<file path="src/rtl/core/stid_pkg.sv">
package stid_pkg;

    localparam int CAPACITY_DEF     = 16;
    localparam int PAYLOAD_BITS_DEF = 64;
    localparam int KEY_W            = 32;
    localparam int STATUS_W         = 2;
    localparam int COUNT_W          = 5;

    typedef enum logic [STATUS_W-1:0] {
        ST_DONE     = 2'd0,
        ST_FULL     = 2'd1,
        ST_NOTFOUND = 2'd2
    } t_status;

    typedef enum logic [1:0] {
        S_IDLE,
        S_INS,
        S_DEL
    } t_state;

    typedef enum logic [1:0] {
        CELL_HOLD,
        CELL_INSERT,
        CELL_ROTATE
    } t_cell_op;

    // Command broadcast to every cell of the chain
    typedef struct packed {
        t_cell_op                  op;
        logic                      drop;
        logic signed [KEY_W-1:0]   key;
    } t_cell_ctl;

endpackage

</file>
<file path="src/rtl/core/stid_cell.sv">
module stid_cell #(
    parameter int IDX          = 0,
    parameter int CNT_W        = 5,
    parameter int PAYLOAD_BITS = stid_pkg::PAYLOAD_BITS_DEF
) (
    input  logic                              i_clk,
    input  stid_pkg::t_cell_ctl               i_ctl,
    input  logic [CNT_W-1:0]                  i_bound,
    input  logic [PAYLOAD_BITS-1:0]           i_new_pay,
    input  logic signed [stid_pkg::KEY_W-1:0] i_left_key,
    input  logic [PAYLOAD_BITS-1:0]           i_left_pay,
    input  logic                              i_left_gt,
    input  logic signed [stid_pkg::KEY_W-1:0] i_right_key,
    input  logic [PAYLOAD_BITS-1:0]           i_right_pay,
    input  logic signed [stid_pkg::KEY_W-1:0] i_head_key,
    input  logic [PAYLOAD_BITS-1:0]           i_head_pay,
    output logic signed [stid_pkg::KEY_W-1:0] o_key,
    output logic [PAYLOAD_BITS-1:0]           o_pay,
    output logic                              o_gt
);

    localparam logic [CNT_W-1:0] IDX_C  = CNT_W'(IDX);
    localparam logic [CNT_W-1:0] IDX_P1 = CNT_W'(IDX + 1);

    logic signed [stid_pkg::KEY_W-1:0] r_key, n_key;
    logic [PAYLOAD_BITS-1:0]           r_pay, n_pay;
    logic                              w_occ;
    logic                              w_gt;
    logic                              w_at_end;
    logic                              w_take_right;
    logic                              w_tail;

    assign w_occ        = IDX_C < i_bound;
    assign w_gt         = w_occ && (r_key > i_ctl.key);
    assign w_at_end     = IDX_C == i_bound;
    assign w_take_right = IDX_P1 < i_bound;
    assign w_tail       = IDX_P1 == i_bound;

    always_comb begin
        n_key = r_key;
        n_pay = r_pay;
        case (i_ctl.op)
            stid_pkg::CELL_INSERT: begin
                // larger keys move up one place; the first larger one takes the new record
                if (i_left_gt) begin
                    n_key = i_left_key;
                    n_pay = i_left_pay;
                end else if (w_gt || w_at_end) begin
                    n_key = i_ctl.key;
                    n_pay = i_new_pay;
                end
            end
            stid_pkg::CELL_ROTATE: begin
                // pop the head, push it back at the tail unless it is dropped
                if (w_take_right) begin
                    n_key = i_right_key;
                    n_pay = i_right_pay;
                end else if (w_tail && !i_ctl.drop) begin
                    n_key = i_head_key;
                    n_pay = i_head_pay;
                end
            end
            default: begin
            end
        endcase
    end

    always_ff @(posedge i_clk) begin
        r_key <= n_key;
        r_pay <= n_pay;
    end

    assign o_key = r_key;
    assign o_pay = r_pay;
    assign o_gt  = w_gt;

endmodule

</file>
<file path="config.mk">
export PLATFORM = sky130hd
export DESIGN_NAME = stid_cell
export DESIGN_NICKNAME = d
export VERILOG_FILES = /design/src/rtl/core/stid_pkg.sv /design/src/rtl/core/stid_cell.sv
export SDC_FILE = /design/constraint.sdc
export NUM_CORES = 1
export LEC_CHECK = 0
export BUFFER_PORTS_ARGS = -buffer_cell sky130_fd_sc_hd__buf_2
export CAP_MARGIN = 0
export CORE_AREA = 2 2 193 195
export CTS_BUF_LIST = sky130_fd_sc_hd__clkbuf_8 sky130_fd_sc_hd__clkbuf_16
export CTS_CLUSTER_DIAMETER = 120
export DETAILED_ROUTE_END_ITERATION = 6
export DIE_AREA = 0 0 195 197
export GPL_TIMING_DRIVEN = 0
export SYNTH_ARGS = -nofsm -noshare
export SYNTH_HDL_FRONTEND = slang
export SYNTH_SLANG_ARGS = --single-unit
</file>
<file path="constraint.sdc">
create_clock -name i_clk -period 5.2 [get_ports i_clk]
set_clock_uncertainty 0.2 [all_clocks]
set_input_delay 0.78 -clock i_clk [delete_from_list [all_inputs] [get_ports i_clk]]
set_output_delay 0.78 -clock i_clk [all_outputs]
set_load 0.005 [all_outputs]
</file>
==> results.yml, run 1 <==
run_status:
  outcome: "complete, no violations"
grt:
  grt_pass1_vias: 7535
  grt_overflow: 0
  grt.busiest_layer: "met2"
  use_met2_pct: 28.49
  gr-usage-met3_pct: 4.535
  antenna_found_initial: 9
  grt_usage_pct: 16.66
  gr-usage-met1_pct: 19.23
  grt_first_pass_wirelength_um: 46320
  grt_start_max_net_pins: 51
clock_tree:
  cts-hold-fix-buffers: 0
  cts_tree: "built"
  cts_buffer_depth: 2
  path_clk_slew_ns: 0.08
  htree_levels: 3
  cts_made_buffers: 9
  ctsResizeCount: 0
  cts-root-buf: "clkbuf_16"
  postCtsSetupRepairBufs: 0
  cts_sinks: 96
  clk_latency_ns: 0.37
sta:
  rsz0062_at_grt: "no"
  fin_crit_ns: 4.005
  period_share_pct: 77.02
  drv_slew: 0
  hold_slack_ns: 0.5575
  tightest_slew_ns: 1.175
  hold_viol_final: 0
  max_freq_mhz: 249.7
  maxSlewHeadroom_pct: 21.64
  setup_viol: 0
yosys:
  async_reset_ff_share_pct: 0
  synth_ff_type: "edfxtp_1"
  syn_inst: 663
  syn_nets: 1089
  synth_area_sq_mm: 0.007022
  synth_edf_count: 96
  synthDistinctLibCells: 38
  ys_seq_elements: 96
  ys_warn_count: 0
  yosysSeqAreaShare_pct: 41.05
  synth.avg_cell_area_sq_um: 10.59
power:
  p_leak_uw: 0.004797
  powerDensity_mw_per_mm2: 234.2
  vdd_ir_drop_max_uv: 153.7
die:
  die_w_um: 195
  die-area_sq_mm: 0.03842
  fp-row-count: 70
  dieHeight_um: 197
  start_util_pct: 19.37
  core_sq_mm: 0.03626
  ios: 491
setup_path:
  setup.worst_path.start: "i_ctl[31]"
  r2r_start: "o_key[31]$_DFFE_PP_"
  cp-start-kind: "input port"
  worstPathRequired_ns: 5.09
  cp_data_arrival_time_ns: 3.89
  critPathKind: "input port to flip-flop"
  crit_path_end_kind: "flip-flop"
  cp_max_fo: 50
placement:
  port_buffers: 489
  detailed_place_hpwl_um: 27210
  placed_cell_area_sq_mm: 0.01009
  place_inst: 1621
  place_congestion: 0.9210
route:
  first_pass_iters: 5
  vias_per_cell: 4.435
  drc_errors: 0
  dr_total_vias: 7296
  drtIter0Drc: 224
  wl_per_cell_um: 19.86
  antenna_left: 0
  totalWireLength_um: 32680
final_layout:
  drive_gt1_share_pct: 49.79
  n_fill_cell: 3897
  nets: 1590
  finalInstanceArea_sq_mm: 0.01043
  finish.utilization_pct: 28.76
  post_layout_nonfiller_instances: 1645
  areaGrowthSynthToFinish_pct: 48.54
run:
  maxCapViolations: 0
min_path:
  hold_start: "i_head_pay[14]"
  min_path_type: "input port to flip-flop"
==> critical path, stage by stage <==
cell       delay, ns
buf_2           0.09
inv_1           0.04
ha_1            0.42
nand4_1         0.25
nor4_1          0.69
a31oi_1         0.25
and4b_1         0.28
a2bb2oi_1       0.24
nand2_4         0.41
buf_16          0.37
==> flip-flops by register name (all words and copies together) (netlist names) <==
name,cells
o_pay,64
o_key,32
==> cell type report <==
cell class              instances  area [sq um]  share of cell area, %
multi-input cells             481          3775                  36.19
well taps                     468         585.6                  5.614
clock inverters                 7         95.09                 0.9117
inverters                      33         123.9                  1.188
plain buffers                  53         247.7                  2.375
diodes                          8         20.02                 0.1919
clock buffers                   9         225.2                  2.159
repair buffers                490          2475                  23.73
flip-flops and latches         96          2883                  27.64
==> metal layers <==
metal  up-vias  share of wire (%)
met5         -               0.10
met2       342                 49
li1       3523                  -
met1      3370                 40
met4         4                3.6
met3        57                7.0
==> report_power, final <==
group	internal, uW	switching (uW)	leakage (uW)
registers	975	30.7	0.000917
logic	320	365	0.00372
clock network	424	329	0.000162
==> synthesized netlist by cell type, drive strengths merged, types with 2 or more instances <==
| library cell | instances | share of area, % |
|---|---|---|
| and2 | 96 | 9.6 |
| nor2 | 5 | 0.27 |
| inv | 33 | 1.8 |
| nand4 | 8 | 0.71 |
| o211ai | 2 | 0.21 |
| buf | 19 | 1.7 |
| mux2i | 96 | 14 |
| a21oi | 111 | 7.9 |
| o21ai | 5 | 0.36 |
| nor4 | 2 | 0.27 |
| edfxtp | 96 | 41 |
| clkbuf | 34 | 1.8 |
| nand2 | 8 | 0.43 |
| a211oi | 97 | 13 |
| nand3 | 3 | 0.21 |
| ha | 32 | 5.7 |
==> kinds of logic after synthesis <==
logic type | count (synthesis) | share of synthesized area, %
flops | 96 | 41.05
fa+ha+maj | 32 | 5.702
compound gates | 224 | 22.01
buf+inv | 86 | 5.292
mux | 96 | 13.68
simple gates | 129 | 12.26
==> final timing paths <==
| path | depth (start not counted) | end | slack [ns] |
|---|---|---|---|
| setup / recovery | 10 | o_pay[48]$_DFFE_PP_ | 1.19 |
| hold / removal | 3 | o_pay[14]$_DFFE_PP_ | 0.56 |
| setup reg to reg | 8 | o_pay[48]$_DFFE_PP_ | 1.28 |
| hold reg to reg | 5 | o_key[13]$_DFFE_PP_ | 1.45 |
==> layout by cell type (no fill, tap or decap), drive strengths merged, types with 32 or more instances in the layout <==
cell,netlist,final
edfxtp,96,96
a21oi,111,111
ha,32,32
mux2i,96,96
inv,33,36
a211oi,97,97
buf,19,509
clkbuf,34,43
and2,96,96
==> through the flow <==
step                      power (uW)  setup slack (ns)  TNS, ns
after global placement          1713            -1.814  -173.12
after floorplan                 1335            0.3537        0
after global routing            2580            0.8431        0
after CTS                       2487             1.096        0
after detailed placement        1719            0.6797        0
final                           2443             1.195        0
No activity file was read; power rests on OpenSTA's default activity.
==> run 2, diff against run 1 <==
--- a/config.mk
+++ b/config.mk
@@ -7,11 +7,11 @@
 export LEC_CHECK = 0
 export BUFFER_PORTS_ARGS = -buffer_cell sky130_fd_sc_hd__buf_2
 export CAP_MARGIN = 0
-export CORE_AREA = 2 2 193 195
+export CORE_AREA = 2 2 192 194
 export CTS_BUF_LIST = sky130_fd_sc_hd__clkbuf_8 sky130_fd_sc_hd__clkbuf_16
 export CTS_CLUSTER_DIAMETER = 120
 export DETAILED_ROUTE_END_ITERATION = 6
-export DIE_AREA = 0 0 195 197
+export DIE_AREA = 0 0 194 196
 export GPL_TIMING_DRIVEN = 0
 export SYNTH_ARGS = -nofsm -noshare
 export SYNTH_HDL_FRONTEND = slang
==> constraint.sdc (replaced) <==
create_clock -name i_clk -period 3.6 [get_ports i_clk]
set_clock_uncertainty 0.2 [all_clocks]
set_input_delay 0.54 -clock i_clk [delete_from_list [all_inputs] [get_ports i_clk]]
set_output_delay 0.54 -clock i_clk [all_outputs]
set_load 0.005 [all_outputs]
==> results.yml, run 2 (synthesized netlist as in run 1, its figures left out) <==
setup_path:
  crit_path_end_kind: "flip-flop"
  worstPathRequired_ns: 3.40
  cp_data_arrival_time_ns: 3.25
  slowest_stage: "nor4_2"
  crit_chain: "ha_1 -> nand4_1 -> nor4_2 -> a31oi_1 -> and4b_1 -> a21oi_4 -> nand2_8"
  crit_path_max_incr_delay_ns: 0.50
  critPathKind: "flip-flop to flip-flop"
  cp-start-kind: "flip-flop"
  cp_max_fo: 48
placement:
  place_congestion: 0.8989
  detailed_place_hpwl_um: 26560
  pre_cts_slack_ns: -0.8314
  port_buffers: 489
clock_tree:
  postCtsSetupRepairBufs: 0
  clk_latency_ns: 0.36
  cts_made_buffers: 9
  cts_tree: "built"
  cts_sinks: 96
  cts-root-buf: "clkbuf_16"
  path_clk_slew_ns: 0.07
  cts_buffer_depth: 2
  cts-hold-fix-buffers: 0
  htree_levels: 3
sta:
  rsz0062_at_grt: "no"
  drv_slew: 0
  max_freq_mhz: 290.2
  setup_viol: 0
  tns_ns: 0
  maxSlewHeadroom_pct: 21.97
  period_share_pct: 95.72
  worst_slack_ns: 0.1542
  fin_crit_ns: 3.446
  hold_viol_final: 0
  hold_slack_ns: 0.3282
  tightest_slew_ns: 1.170
power:
  p_clk_share_pct: 30.9
  swShare_pct: 30.15
  p_leak_uw: 0.004807
  powerDensity_mw_per_mm2: 339.8
  internal_power_uw: 2484
  p_seq_share_pct: 40.8
  vdd_ir_drop_max_uv: 208.4
  combPwrFrac_pct: 28.3
  p_sw_uw: 1072
grt:
  grt_start_max_net_pins: 49
  antenna_found_initial: 4
  grt_usage_pct: 16.54
  grt_pass1_vias: 7573
  grt_first_pass_wirelength_um: 46730
  grt_overflow: 0
route:
  dr_total_vias: 7251
  highest_layer: "met4"
  drtIter0Drc: 293
  wl_met3_um: 1854
  drc_errors: 0
  wl_met1_um: 13940
  vias_per_cell: 4.419
  first_pass_iters: 4
  met2WireLength_um: 16400
  wl_per_cell_um: 20.08
  antenna_left: 0
  totalWireLength_um: 32950
min_path:
  min_path_type: "input port to flip-flop"
die:
  die_w_um: 194
  start_util_pct: 19.46
  fp-row-count: 70
  dieHeight_um: 196
  ios: 491
  core_sq_mm: 0.03608
  die-area_sq_mm: 0.03802
run_status:
  outcome: "complete, no violations"
run:
  maxCapViolations: 0
final_layout:
  largest_reg_flops: 64
  final_cell_mix: "buf_2, a21oi_1, mux2i_1, edfxtp_1, a211oi_1"
  nets: 1591
  final_common_cell: "buf_2"
  drive_gt1_share_pct: 50.09
  areaGrowthSynthToFinish_pct: 49.04
## run 2: power groups by stage
| stage | Clock, uW | Sequential (uW) | Combinational, uW |
|---|---|---|---|
| final | 1100 | 1450 | 1000 |
| after global routing | 1170 | 1470 | 1100 |
| after CTS | 1140 | 1450 | 1010 |
| after detailed placement | 0 | 1480 | 991 |
| after global placement | 0 | 1480 | 983 |
| after floorplan | 0 | 1490 | 429 |
## run 2: path summary, 6_finish.rpt
path                                           from             endpoint  slack [ns]  depth (start not counted)
worst min-delay path                 i_head_key[30]  o_key[30]$_DFFE_PP_        0.33                          3
worst min register to register  o_key[15]$_DFFE_PP_  o_pay[39]$_DFFE_PP_        1.21                          5
worst max register to register  o_key[31]$_DFFE_PP_  o_pay[42]$_DFFE_PP_        0.15                          7
worst max-delay path            o_key[31]$_DFFE_PP_  o_pay[42]$_DFFE_PP_        0.15                          7
## run 2: worst max-delay path: cells and delay by family, from the launching register on
family	cells	cell delay (ns)
adders and majority gates	1	0.42
AOI/OAI and AO/OA	2	0.63
and+or+nand+nor	4	1.38
DFF	1	0.41
## run 2: final cells by class
cell class | instances | area (sq um)
sequential | 96 | 2883
timing repair buffer | 489 | 2447
fill | 3835 | 25620
clock inverter | 7 | 95.09
multi-input combinational | 483 | 3850
buffer | 53 | 247.7
clock buffer | 9 | 225.2
inverter | 33 | 123.9
antenna | 3 | 7.507
tap | 468 | 585.6
## run 2: per-layer routing
layer	vias up	GRT usage (%)
met4	0	4.602
met3	38	3.043
met5	-	0
met1	3365	20.42
li1	3514	-
met2	334	29.43
## run 2: metrics by stage
step / area [sq um] / util, % / cells / power, uW
floorplan: 7029 / - / 663 / 1920
detailed placement: 10060 / 27.88 / 1620 / 2475
finish: 10470 / 29.00 / 1641 / 3556
CTS: 10430 / 28.90 / 1637 / 3608
global route: 10460 / 28.99 / 1639 / 3745
global placement: 10060 / 27.88 / 1620 / 2461
## run 2: timing repair
item                                    4_1_cts  5_1_grt
cloned                                        1        1
gates resized for setup                       5        3
endpoints found under the setup margin       96       96
pin swaps                                     1        2
